## config.mk

```make
export PLATFORM = sky130hd
export DESIGN_NAME = sorted_table_binary_search_flat
export DESIGN_NICKNAME = d
export VERILOG_FILES = /design/src/design/stbs_pkg.sv /design/src/design/stbs_if.sv /design/src/design/sorted_table_binary_search.sv /design/src/design/stbs_ctrl.sv /design/src/design/stbs_dp.sv /design/src/flat_wrapper.sv
export SDC_FILE = /design/constraint.sdc
export NUM_CORES = 1
export LEC_CHECK = 0
export ABC_AREA = 1
export BUFFER_PORTS_ARGS = -buffer_cell sky130_fd_sc_hd__buf_2
export CAP_MARGIN = 40
export CORE_ASPECT_RATIO = 1.5
export CORE_MARGIN = 2
export CORE_UTILIZATION = 35
export CTS_BUF_LIST = sky130_fd_sc_hd__clkbuf_8 sky130_fd_sc_hd__clkbuf_16
export DETAILED_ROUTE_END_ITERATION = 10
export PLACE_DENSITY = 0.46
export SETUP_SLACK_MARGIN = 0.15
export SKIP_CTS_REPAIR_TIMING = 1
export SLEW_MARGIN = 0
export SYNTH_ARGS = -nofsm -noshare
export SYNTH_HDL_FRONTEND = slang
export SYNTH_SLANG_ARGS = --single-unit
```

## constraint.sdc

```tcl
create_clock -name i_clk -period 11.8 [get_ports i_clk]
set_input_delay 0 -clock i_clk [delete_from_list [all_inputs] [get_ports i_clk]]
set_output_delay 0 -clock i_clk [all_outputs]
set_load 0.05 [all_outputs]
```

## src/design/stbs_pkg.sv

```systemverilog
// Shared types and constants for the sorted table binary search block.
package stbs_pkg;

    localparam int KEY_W  = 64;
    localparam int SLOT_W = 4;
    localparam int POS_W  = 4;
    localparam int CFG_W  = 5;

    localparam logic CMD_WRITE  = 1'b0;
    localparam logic CMD_SEARCH = 1'b1;

    // Controller to datapath
    typedef struct packed {
        logic wr_entry;     // store the input key at the input slot
        logic load;         // open a search over the entries in use
        logic step;         // compare the probed entry; record a hit or narrow the window
        logic finish;       // move the result into the output register
    } t_dp_cmd;

    // Datapath to controller
    typedef struct packed {
        logic open;         // search window not empty
        logic hit;          // probed entry equals the target
        logic out_free;     // output register can take a result this cycle
    } t_dp_status;

endpackage

```

## src/design/stbs_if.sv

```systemverilog
// Valid/ready channel interfaces for search requests and search results.
interface stbs_in_if;
    import stbs_pkg::*;
    logic               valid;
    logic               ready;
    logic               command;
    logic [SLOT_W-1:0]  entry_slot;
    logic [KEY_W-1:0]   key;

    modport source (output valid, output command, output entry_slot, output key,
                    input ready);
    modport sink   (input valid, input command, input entry_slot, input key,
                    output ready);
endinterface

interface stbs_out_if;
    import stbs_pkg::*;
    logic               valid;
    logic               ready;
    logic               found;
    logic [POS_W-1:0]   position;

    modport source (output valid, output found, output position, input ready);
    modport sink   (input valid, input found, input position, output ready);
endinterface

```

## src/design/sorted_table_binary_search.sv

```systemverilog
// Sorted key table with a sequential binary search, top level.
//
// Input channel i_req (valid/ready): command 0 stores key at entry_slot,
// command 1 searches for key. Writes give no result. Each search gives one
// item on o_rsp: found, and the matching position (0 when not found).
// i_cfg_we / i_cfg_data load entries_in_use, the number of sorted entries a
// search covers (values above the table depth act as the full table).
// Each probe is a registered read of the key memory (state S_READ) followed
// by a compare (state S_CMP); that memory read sets the pace. A search makes
// P probes, P at most floor(log2(N)) + 1 for N entries in use; a search that
// misses passes through S_READ once more to see the window empty. A write is
// stored at its accept. i_req.ready is high only while idle, so no new item is
// taken until a search has moved its result into the output register.
// A finished result waits in the output register; while the receiver stalls
// and a second search finishes, that search holds until the register frees.
// Reset clears the entry count and the output valid; table contents are
// unknown until written.
module sorted_table_binary_search #(
    parameter int TABLE_ENTRIES = 16,
    parameter int KEY_BITS      = 64
) (
    input  logic                        i_clk,
    input  logic                        i_rst_n,
    input  logic                        i_cfg_we,
    input  logic [stbs_pkg::CFG_W-1:0]  i_cfg_data,
    stbs_in_if.sink                     i_req,
    stbs_out_if.source                  o_rsp
);
    import stbs_pkg::*;

    t_dp_cmd    w_cmd;
    t_dp_status w_status;

    stbs_ctrl u_ctrl (
        .i_clk        (i_clk),
        .i_rst_n      (i_rst_n),
        .i_in_valid   (i_req.valid),
        .i_in_command (i_req.command),
        .o_in_ready   (i_req.ready),
        .i_status     (w_status),
        .o_cmd        (w_cmd)
    );

    stbs_dp #(
        .TABLE_ENTRIES (TABLE_ENTRIES),
        .KEY_BITS      (KEY_BITS)
    ) u_dp (
        .i_clk        (i_clk),
        .i_rst_n      (i_rst_n),
        .i_cfg_we     (i_cfg_we),
        .i_cfg_data   (i_cfg_data),
        .i_entry_slot (i_req.entry_slot),
        .i_key        (i_req.key),
        .i_cmd        (w_cmd),
        .o_status     (w_status),
        .i_out_ready  (o_rsp.ready),
        .o_out_valid  (o_rsp.valid),
        .o_found      (o_rsp.found),
        .o_position   (o_rsp.position)
    );

endmodule

```

## src/design/stbs_ctrl.sv

```systemverilog
// Search sequencer: accepts items, paces probes and hands off results.
module stbs_ctrl (
    input  logic                i_clk,
    input  logic                i_rst_n,
    input  logic                i_in_valid,
    input  logic                i_in_command,
    output logic                o_in_ready,
    input  stbs_pkg::t_dp_status i_status,
    output stbs_pkg::t_dp_cmd   o_cmd
);
    import stbs_pkg::*;

    localparam logic [1:0] S_IDLE = 2'd0;
    localparam logic [1:0] S_READ = 2'd1;
    localparam logic [1:0] S_CMP  = 2'd2;
    localparam logic [1:0] S_DONE = 2'd3;

    logic [1:0] r_state;
    logic [1:0] n_state;
    logic       w_accept;

    assign o_in_ready = (r_state == S_IDLE);
    assign w_accept   = i_in_valid && o_in_ready;

    always_comb begin
        n_state = r_state;
        o_cmd   = '0;
        case (r_state)
            S_IDLE: begin
                if (w_accept) begin
                    if (i_in_command == CMD_SEARCH) begin
                        o_cmd.load = 1'b1;
                        n_state    = S_READ;
                    end else begin
                        o_cmd.wr_entry = 1'b1;
                    end
                end
            end
            S_READ: begin
                // the probe address is presented this cycle; data lands next
                n_state = i_status.open ? S_CMP : S_DONE;
            end
            S_CMP: begin
                o_cmd.step = 1'b1;
                n_state    = i_status.hit ? S_DONE : S_READ;
            end
            S_DONE: begin
                if (i_status.out_free) begin
                    o_cmd.finish = 1'b1;
                    n_state      = S_IDLE;
                end
            end
            default: begin
                n_state = S_IDLE;
            end
        endcase
    end

    always_ff @(posedge i_clk) begin
        if (!i_rst_n) begin
            r_state <= S_IDLE;
        end else begin
            r_state <= n_state;
        end
    end

endmodule

```

## src/design/stbs_dp.sv

```systemverilog
// Key memory, search window registers, comparator and result register.
module stbs_dp #(
    parameter int TABLE_ENTRIES = 16,
    parameter int KEY_BITS      = 64
) (
    input  logic                        i_clk,
    input  logic                        i_rst_n,
    input  logic                        i_cfg_we,
    input  logic [stbs_pkg::CFG_W-1:0]  i_cfg_data,
    input  logic [stbs_pkg::SLOT_W-1:0] i_entry_slot,
    input  logic [stbs_pkg::KEY_W-1:0]  i_key,
    input  stbs_pkg::t_dp_cmd           i_cmd,
    output stbs_pkg::t_dp_status        o_status,
    input  logic                        i_out_ready,
    output logic                        o_out_valid,
    output logic                        o_found,
    output logic [stbs_pkg::POS_W-1:0]  o_position
);
    import stbs_pkg::*;

    localparam int IDX_W = $clog2(TABLE_ENTRIES);
    localparam int CNT_W = $clog2(TABLE_ENTRIES + 1);

    logic [KEY_BITS-1:0] r_mem [TABLE_ENTRIES];
    logic [KEY_BITS-1:0] r_rdata;
    logic [KEY_BITS-1:0] r_target;
    logic [CFG_W-1:0]    r_entries_in_use;
    logic [CNT_W-1:0]    r_lo;
    logic [CNT_W-1:0]    r_hx;          // one past the last entry still in play
    logic                r_hit;
    logic [POS_W-1:0]    r_hit_pos;
    logic                r_out_valid;
    logic                r_found;
    logic [POS_W-1:0]    r_position;

    logic [31:0]         w_count32;
    logic [CNT_W-1:0]    w_count;
    logic [CNT_W:0]      w_sum;
    logic [CNT_W-1:0]    w_mid;
    logic [IDX_W-1:0]    w_addr;
    logic                w_slot_ok;
    logic                w_eq;
    logic                w_less;

    // saturate the entry count to the table depth
    assign w_count32 = (32'(r_entries_in_use) > 32'(TABLE_ENTRIES)) ?
                       32'(TABLE_ENTRIES) : 32'(r_entries_in_use);
    assign w_count   = CNT_W'(w_count32);

    // midpoint of lo .. hx-1, rounded down
    assign w_sum  = {1'b0, r_lo} + {1'b0, r_hx} - (CNT_W+1)'(1);
    assign w_mid  = w_sum[CNT_W:1];
    assign w_addr = IDX_W'(w_mid);

    assign w_slot_ok = 32'(i_entry_slot) < 32'(TABLE_ENTRIES);
    assign w_eq      = (r_rdata == r_target);
    assign w_less    = (r_target < r_rdata);

    assign o_status.open     = (r_lo < r_hx);
    assign o_status.hit      = w_eq;
    assign o_status.out_free = !r_out_valid || i_out_ready;

    always_ff @(posedge i_clk) begin
        if (i_cmd.wr_entry && w_slot_ok) begin
            r_mem[IDX_W'(i_entry_slot)] <= KEY_BITS'(i_key);
        end
        r_rdata <= r_mem[w_addr];
    end

    always_ff @(posedge i_clk) begin
        if (i_cmd.load) begin
            r_target  <= KEY_BITS'(i_key);
            r_lo      <= '0;
            r_hx      <= w_count;
            r_hit     <= 1'b0;
            r_hit_pos <= '0;
        end else if (i_cmd.step) begin
            if (w_eq) begin
                r_hit     <= 1'b1;
                r_hit_pos <= POS_W'(w_mid);
            end else if (w_less) begin
                r_hx <= w_mid;
            end else begin
                r_lo <= w_mid + CNT_W'(1);
            end
        end
        if (i_cmd.finish) begin
            r_found    <= r_hit;
            r_position <= r_hit_pos;
        end
    end

    always_ff @(posedge i_clk) begin
        if (!i_rst_n) begin
            r_entries_in_use <= '0;
            r_out_valid      <= 1'b0;
        end else begin
            if (i_cfg_we) begin
                r_entries_in_use <= i_cfg_data;
            end
            if (i_cmd.finish) begin
                r_out_valid <= 1'b1;
            end else if (i_out_ready) begin
                r_out_valid <= 1'b0;
            end
        end
    end

    assign o_out_valid = r_out_valid;
    assign o_found     = r_found;
    assign o_position  = r_position;

    a_finish_has_room: assert property (@(posedge i_clk) disable iff (!i_rst_n)
        i_cmd.finish |-> (!r_out_valid || i_out_ready))
        else $error("result pushed into a full output register");

    a_step_in_window: assert property (@(posedge i_clk) disable iff (!i_rst_n)
        i_cmd.step |-> (r_lo < r_hx))
        else $error("probe compared with an empty window");

    a_window_shrinks: assert property (@(posedge i_clk) disable iff (!i_rst_n)
        (i_cmd.step && !w_eq) |=> ((r_hx - r_lo) < $past(r_hx - r_lo)))
        else $error("search window did not narrow");

endmodule
```

## src/flat_wrapper.sv

```systemverilog
// flat-port wrapper written by rule: the top's interface ports become plain ports
module sorted_table_binary_search_flat import stbs_pkg::*;
#(
    parameter int TABLE_ENTRIES = 16,
    parameter int KEY_BITS      = 64
)
  (i_clk, i_rst_n, i_cfg_we, i_cfg_data, i_req_valid, i_req_command, i_req_entry_slot, i_req_key, i_req_ready, o_rsp_valid, o_rsp_found, o_rsp_position, o_rsp_ready);
  stbs_in_if i_req_i ();
  stbs_out_if o_rsp_i ();
  input  logic i_clk;
  input  logic i_rst_n;
  input  logic i_cfg_we;
  input  logic [stbs_pkg::CFG_W-1:0] i_cfg_data;
  input wire logic [$bits(i_req_i.valid)-1:0] i_req_valid;
  input wire logic [$bits(i_req_i.command)-1:0] i_req_command;
  input wire logic [$bits(i_req_i.entry_slot)-1:0] i_req_entry_slot;
  input wire logic [$bits(i_req_i.key)-1:0] i_req_key;
  output wire logic [$bits(i_req_i.ready)-1:0] i_req_ready;
  output wire logic [$bits(o_rsp_i.valid)-1:0] o_rsp_valid;
  output wire logic [$bits(o_rsp_i.found)-1:0] o_rsp_found;
  output wire logic [$bits(o_rsp_i.position)-1:0] o_rsp_position;
  input wire logic [$bits(o_rsp_i.ready)-1:0] o_rsp_ready;
  assign i_req_i.valid = i_req_valid;
  assign i_req_i.command = i_req_command;
  assign i_req_i.entry_slot = i_req_entry_slot;
  assign i_req_i.key = i_req_key;
  assign i_req_ready = i_req_i.ready;
  assign o_rsp_valid = o_rsp_i.valid;
  assign o_rsp_found = o_rsp_i.found;
  assign o_rsp_position = o_rsp_i.position;
  assign o_rsp_i.ready = o_rsp_ready;
  sorted_table_binary_search #(.TABLE_ENTRIES(TABLE_ENTRIES), .KEY_BITS(KEY_BITS)) u_core (.i_clk(i_clk), .i_rst_n(i_rst_n), .i_cfg_we(i_cfg_we), .i_cfg_data(i_cfg_data), .i_req(i_req_i), .o_rsp(o_rsp_i));
endmodule
```

* Word level (Yosys, flattened, before mapping)
Memories as Yosys holds them, arrays and structs flattened. A register that Yosys moved wholly into a read port is not among the register bits.
Cells that the tools add are included.
** Word-level totals
- Logic and storage cells :: 60
- Bits of input ports :: 79
- RAM bits :: 1024
- Memories kept :: 1
- Register bits after elaboration :: 92
** Memories
- u_core.u_dp.r_mem :: words 16, bits a word 64, rd ports 1, clocked after memory_dff 1, write ports 1, line stbs_dp.sv:24 : logic [KEY_BITS-1:0] r_mem [TABLE_ENTRIES];
** Cells by class
- $lt $le $gt $ge :: 3
- Bitwise gates (word level) :: 2
- Mux-type cells :: 22
- Reduce and logical (&&, ||, !) cells :: 11
- Add/sub/neg operators :: 3
- Eq/ne operators :: 8
** Operator list (count)
- == test 64 bit :: 1
- < comparator 64 bit :: 1
- two-way mux 5 bit :: 5
- two-way mux 2 bit :: 6
- two-way mux 1 bit :: 10
- AND reduction 3 bit :: 3
- one-hot mux 2 bit (4 select lines) :: 1
- adder 5 x 5 -> 6 bit :: 1
- nonzero test 2 bit :: 3
- subtractor 6 x 1 -> 6 bit, second input constant :: 1
- adder 5 x 1 -> 5 bit, second input constant :: 1
- > comparator 5 bit, second input constant :: 1
- < comparator 5 bit :: 1
- == test 2 bit, second input constant :: 2
- inequality test 2 x 1 -> 1 bit, second input constant :: 2
- inequality test 2 bit, second input constant :: 2
- == test 2 x 1 -> 1 bit, second input constant :: 1
- zero test 2 bit :: 1
- NOT 1 bit :: 2
- AND reduction 2 bit :: 1
- logical AND 1 bit :: 1
- zero test 1 bit :: 1
- logical OR 1 bit :: 1

* Longest topological paths before layout
Gate-level depths: netlist of the first run.
- Word-level depth :: 6
- Mapped depth :: 18
- Depth with buffers taken out :: 18

* By module
Synthesis of the first run repeated with hierarchy kept, for this count alone.
** Unflattened totals
- Cell total of the unflattened synthesis :: 3364
- Area total of the unflattened synthesis :: 46034.2 µm²
** By module, submodules not included
- stbs_dp :: cells an instance 3342, area an instance 45904.0 µm², instances 1
- stbs_ctrl :: cells an instance 22, area an instance 130.1 µm², instances 1

* Least setup slack after synthesis of the first run
No wires, ideal clock.
- Path kind :: register to register
- Start point :: register u_core.u_ctrl.r_state[0]
- End point :: register u_core.u_dp.r_hx[0] (enable)
- Data arrival time :: 4.563 ns
- Cell stages (with the launch flop) :: 7
- Setup slack :: 6.925 ns
- Required time :: 11.487 ns
- Cells stage by stage :: dfxtp_1 -> nor2_1 -> inv_1 -> nor3_2 -> inv_1 -> buf_2 -> nand2_1
** RTL lines
- from (decl) :: line stbs_ctrl.sv:18 : logic [1:0] r_state;
- from (signal assigned) :: line stbs_ctrl.sv:63 : r_state <= n_state;
- to (signal assigned) :: line stbs_dp.sv:74 : r_hx <= w_count;
- to (signal assigned) :: line stbs_dp.sv:82 : r_hx <= w_mid;
- to (decl) :: line stbs_dp.sv:29 : logic [CNT_W-1:0] r_hx;

* Worst setup path in the final report of the first run
- Start point :: register u_core.u_dp.r_lo[1]
- End point :: register u_core.u_dp.r_rdata[20] (read register of u_core.u_dp.r_mem)
** Between the ends
- Longest elaborated chain between the ends :: 2
** RTL lines
- from (decl) :: line stbs_dp.sv:28 : logic [CNT_W-1:0] r_lo;
- from (signal assigned) :: line stbs_dp.sv:84 : r_lo <= w_mid + CNT_W'(1);
- adder 5 x 5 -> 6 bit :: line stbs_dp.sv:51 : assign w_sum = {1'b0, r_lo} + {1'b0, r_hx} - (CNT_W+1)'(1);
- subtractor 6 x 1 -> 6 bit :: line stbs_dp.sv:51
- named net u_core.u_dp.w_sum[2] :: line stbs_dp.sv:38 : logic [CNT_W:0] w_sum;
- to (decl) :: line stbs_dp.sv:25 : logic [KEY_BITS-1:0] r_rdata;
The timed path passes the listed nets, and every way through them passes these cells.
A chain may end at the register's enable or synchronous reset.

==> run metrics, run 1 <==
total global-route track usage=around a fifth; via count=27,900; WP data required=roughly 12 ns; Max-slew headroom=between 30% and 40%; HP Class=input pin to register; DR pass1 iterations=5; first-pass GRT wire length=roughly 190,000 µm; TritonCTS Buffers=approximately 110; vias in the first global route=between 20,000 and 30,000; Synth async-reset ratio=0%; register-to-register setup slack=about 7.5 ns; placer's final routability congestion estimate=between 0.7 and 0.8; Initial Util=a little over a third; Final Hold Fails=0; CTS tree=yes; #FFs+latches synth=about 1,200; Reg-to-Reg Start=u_core.u_dp.r_lo[1]; CP Launch Point=u_core.u_dp.r_lo[1]; RSZ-0062 raised after global routing=false; Reg2Reg Depth=11; Slew Viols, Final=0; top-count cell post-synth=edfxtp_1; Net count, final=~3,600; Seq/Total Area, Yosys=around 76%; 1st-iter DRT viols=around 2,100; antenna violations before repair=8; hold_sp=i_req_valid; Final Setup Violations=0; R2R Path End=u_core.u_dp.r_rdata[20]; Via density=between 5 and 6; die height=approximately 450 µm; Setup CP Type=register to register; largest net degree at the start of global routing=224; I/O Pins=between 80 and 90; Synth-to-Final Area Change=16.3%; worst-margin pin slew=0.939 ns; Hold WS=around 0.036 ns; routed wire length=~130,000 µm; Syn Inst Count=3,318; fin crit period=~4.3 ns; fraction of layout cells with a size suffix above 1=9.98%; Fin Clk Skew=0.0224 ns; Synth area leaders=edfxtp_1, o21ai_0, o221ai_1; CTS Buffer Depth=3; Synth Net Count=3,475; post-DP HPWL=between 60,000 and 70,000 µm; Avg Cell Area, Syn=13.8 µm²; Post-synth EDFFs=between 1,000 and 1,500; root buf cell=clkbuf_16; dpl ws=7.55 ns; Yosys top cell area share=between 70 and 80%; Worst Path Max Fanout=78; crit path DAT=approximately 5 ns; Worst setup EP type=register; Core ar.=0.130 mm²; global route overflow=0; Hold Path End=u_core.u_dp.r_target[3]; PortBufs=85; Syn Std Cell Area=0.0457 mm²; hold-critical path depth=4; setup_tns=0 ns; Max Cap Viol=0; startpoint types=register; DIE AREA=around 0.13 mm²; # rows=around 160; synth cell count leaders=edfxtp_1, nor2_1, o21ai_0; H-tree depth=3; leading area contributor after synthesis=edfxtp_1; final antenna-violating net count=0; status=complete, no violations; synth warn=0; worst skew pair latency=between 0.7 and 0.8 ns; Reg clk slew, reported paths=0.06 ns; period utilisation layout=between 30 and 40%; Avg WL per Cell=between 20 and 25 µm; fmax=between 200 and 250 MHz; setup ws final=7.54 ns; Synth cell types=36; die width=approximately 300 µm; # DRC=0; # clock sinks=about 1,200; prevailing post-synth register cell=edfxtp_1
==> how the worst max path moves through the flow <==
stage                                    to  slack (ns)  cells after the start
floorplan               u_core.u_dp.r_hx[0]        6.92                      6
global placement    u_core.u_dp.r_rdata[30]        7.43                     10
detailed placement  u_core.u_dp.r_rdata[61]        7.55                     11
CTS                 u_core.u_dp.r_rdata[28]        7.49                     11
global route        u_core.u_dp.r_rdata[28]        7.18                     11
finish              u_core.u_dp.r_rdata[20]        7.54                     11
==> final cells by class <==
class,instances,area (µm²)
multi-input combinational,1804,9970
clock buffer,130,3080
timing repair buffer,246,2230
sequential,1180,34600
tap,1722,2150
fill,12000,76700
inverter,120,482
antenna,6,15.0
clock inverter,86,663
==> cell usage in the layout (no fill, tap or decap), types with 7 or more instances in the layout <==
cell           count
dfxtp_1           82
ha_1              76
bufinv_16          8
a21oi_1           47
nor2_4            16
o21ai_0          533
o221ai_1         256
edfxtp_1        1098
nand3_1          148
nand2_1          144
buf_16            15
buf_12             7
clkbuf_8          15
buf_4             55
clkinv_2          14
clkinv_1          13
dlygate4sd3_1     84
nor2_1           549
buf_2             85
clkbuf_16        115
inv_1            156
==> per-stage QoR <==
| step | area, µm² | instances | util [%] |
|---|---|---|---|
| final | 53200 | 5294 | 41.0 |
| after global routing | 53200 | 5294 | 41.0 |
| after CTS | 52400 | 5204 | 40.3 |
| after detailed placement | 48600 | 4988 | 37.4 |
| after global placement | 48100 | 4967 | 37.0 |
| after floorplan | 45700 | 3318 | - |
==> flip-flops by register name (all words and copies together), names as in the netlist, 2 cells and up <==
name                          flops
u_core.u_dp.r_lo                  5
u_core.u_dp.r_target             64
u_core.u_ctrl.r_state             2
u_core.u_dp.r_hit_pos             4
u_core.u_dp.r_entries_in_use      5
u_core.u_dp.r_rdata              64
u_core.u_dp.r_mem              1024
u_core.u_dp.o_position            4
u_core.u_dp.r_hx                  5
==> cell families (layout without fill, tap and decap cells) <==
group / count (synthesis) / after routing / synth area share [%]
AO/OA/AOI/OAI: 847 / 847 / 11.4
XOR/XNOR: 6 / 6 / 0.148
adder cells (fa/ha/maj): 78 / 78 / 2.15
buffers and inverters: 334 / 582 / 2.90
flip-flops: 1180 / 1180 / 75.7
other: 0 / 6 / 0
AND/OR/NAND/NOR: 873 / 873 / 7.70
==> per-layer routing <==
layer	global-route usage (%)	part of all wire [%]	wire length, µm	vias to the layer above
li1	-	-	-	12800
met1	24.5	44	55500	14400
met2	32.7	50	63100	608
met3	2.33	4.0	5120	164
met4	5.78	2.2	2780	2
met5	0	0.0079	10	-
==> worst max-delay path, stage by stage (launching register included) <==
cell and delay, ns:
dfxtp_1 0.35, inv_1 0.05, ha_1 0.27, inv_1 0.07, ha_4 0.17, fa_4 1.03, buf_4 0.68, buf_4 0.79
o21ai_0 0.22, o221ai_1 0.24, nand3_1 0.11, nand2_1 0.08
Power of run 1 is not shown: default switching activity piles up to over one toggle a cycle in this logic, so the estimate is an artifact.
==> run 2: changes to the inputs <==
==> constraint.sdc (replaced) <==
create_clock -name i_clk -period 4 [get_ports i_clk]
set_input_delay 0 -clock i_clk [delete_from_list [all_inputs] [get_ports i_clk]]
set_output_delay 0 -clock i_clk [all_outputs]
set_load 0.05 [all_outputs]
==> run 2 against run 1 <==
- clock skew up 0.010 ns
- count of clock-buffer cells in the layout decreased by 1
- critical path type unchanged
- maximum frequency up 33%
- worst hold slack worse by 0.073 ns
- die area unchanged
- via count decreased by 0.61%
- sequential share of layout area barely moved
- critical endpoint is now u_core.u_dp.r_rdata[52]
- first-iteration DRC count rose by 11%
- sequential cell count did not move
- the flow now finishes with violations (hold timing)
==> run metrics, run 2 (synthesized netlist as in run 1, its figures left out) <==
violated checks=hold timing; HP Class=input pin to register; # rows=roughly 160; Hold WS=-0.0369 ns; Max Cap Viol=0; placer's final routability congestion estimate=between 0.7 and 0.8; placed cells=roughly 5,000; antenna violations before repair=5; largest net degree at the start of global routing=around 170; vias in the first global route=about 28,000; PortBufs=85; Reg clk slew, reported paths=about 0.07 ns; final cell count without fillers=approximately 5,300; # DRC=0; CTS Buffer Depth=3; DR pass1 iterations=5; Worst setup EP type=register; max reg flops=around 1,000; cell chain of the critical path=inv_1 > ha_1 > inv_1 > ha_4 > fa_4 > inv_8 > buf_4 > o21ai_0 > o221ai_1 > nand3_1 > nand2_1; Synth-to-Final Area Change=16.4%; crit path DAT=roughly 3.8 ns; biggest regs=u_core.u_dp.r_mem: 1024 flops, u_core.u_dp.r_rdata: 64 flops, u_core.u_dp.r_target: 64 flops; via count=between 20,000 and 30,000; Via density=around 5.3; Final Util=41.0%; WP data required=approximately 4.7 ns; status=finished, violations left; Critical Path Max Stage Delay=around 0.7 ns; slowest CP cell=fa_4; die width=around 300 µm; Core ar.=0.130 mm²; root buf cell=clkbuf_16; setup_tns=0 ns; worst skew pair latency=0.73 ns; I/O Pins=86; TritonCTS Buffers=~110; fraction of layout cells with a size suffix above 1=between 10% and 20%; 1st-iter DRT viols=about 2,400; DIE AREA=0.134 mm²; RSZ-0062 raised after global routing=false; first-pass GRT wire length=about 190,000 µm; Fin Clk Skew=approximately 0.033 ns; most common cell after layout, fill and taps aside=edfxtp_1; CTS tree=yes; # clock sinks=around 1,200; Final Hold Fails=3; Avg WL per Cell=between 20 and 25 µm; Worst Path Max Fanout=58; period utilisation layout=between 70% and 80%; final antenna-violating net count=0; H-tree depth=3; most used cell, CP=inv_1; post-DP HPWL=between 50,000 and 60,000 µm; fin crit period=around 3.2 ns; Max-slew headroom=between 30% and 40%; Setup CP Type=register to register; Initial Util=35.2%; Filler cells=about 12,000; routed wire length=about 130,000 µm; total global-route track usage=roughly a fifth; startpoint types=register; worst-margin pin slew=about 0.94 ns; Net count, final=between 3,000 and 4,000; Final Setup Violations=0; most frequent cells in the layout=edfxtp_1, nor2_1, o21ai_0; fmax=314 MHz; Slew Viols, Final=0; die height=447 µm; Top reg by flops=u_core.u_dp.r_mem; global route overflow=0
## run 2: worst paths after layout
path                            startpoint                         to  slack [ns]  cells past startpoint
hold reg to reg   u_core.u_dp.r_hit_pos[0]  u_core.u_dp.o_position[0]        0.43                      0
hold / removal               i_req_command          u_core.u_dp.r_hit       -0.04                      5
setup reg to reg       u_core.u_dp.r_lo[1]    u_core.u_dp.r_rdata[52]        0.81                     11
setup / recovery       u_core.u_dp.r_lo[1]    u_core.u_dp.r_rdata[52]        0.81                     11
## run 2: stage by stage
step	setup slack, ns	area [µm²]	hold slack, ns
after floorplan	-0.875	45700	0.0989
after global placement	0.814	48700	0.230
after detailed placement	0.828	48700	0.231
after CTS	0.772	52400	-0.565
after global routing	0.576	53200	0.0278
final	0.810	53200	-0.0369
## run 2: layout make-up
class,count,area (µm²),area share (%)
sequential,1180,34600,65.0
multi-input combinational,1804,9970,18.7
clock buffer,129,3070,5.77
timing repair buffer,239,2260,4.25
tap,1722,2150,4.05
clock inverter,87,661,1.24
inverter,120,482,0.905
antenna,4,10.0,0.0188
## run 2: per-layer routing
| metal | vias to the layer above | track usage, % | wire length (µm) |
|---|---|---|---|
| li1 | 12800 | - | - |
| met1 | 14200 | 23.9 | 54500 |
| met2 | 607 | 32.9 | 63800 |
| met3 | 149 | 2.55 | 5230 |
| met4 | 2 | 5.72 | 2440 |
| met5 | - | 0 | 13 |
## run 2: worst max-delay path, delay by kind of cell, from the launching register on
kind | cells | cell delay, ns
adder cells (fa/ha/maj) | 3 | 1.14
buffers and inverters | 4 | 1.02
AO/OA/AOI/OAI | 2 | 0.37
AND/OR/NAND/NOR | 2 | 0.20
flip-flops | 1 | 0.36
Power of run 2 is left out for the same reason.
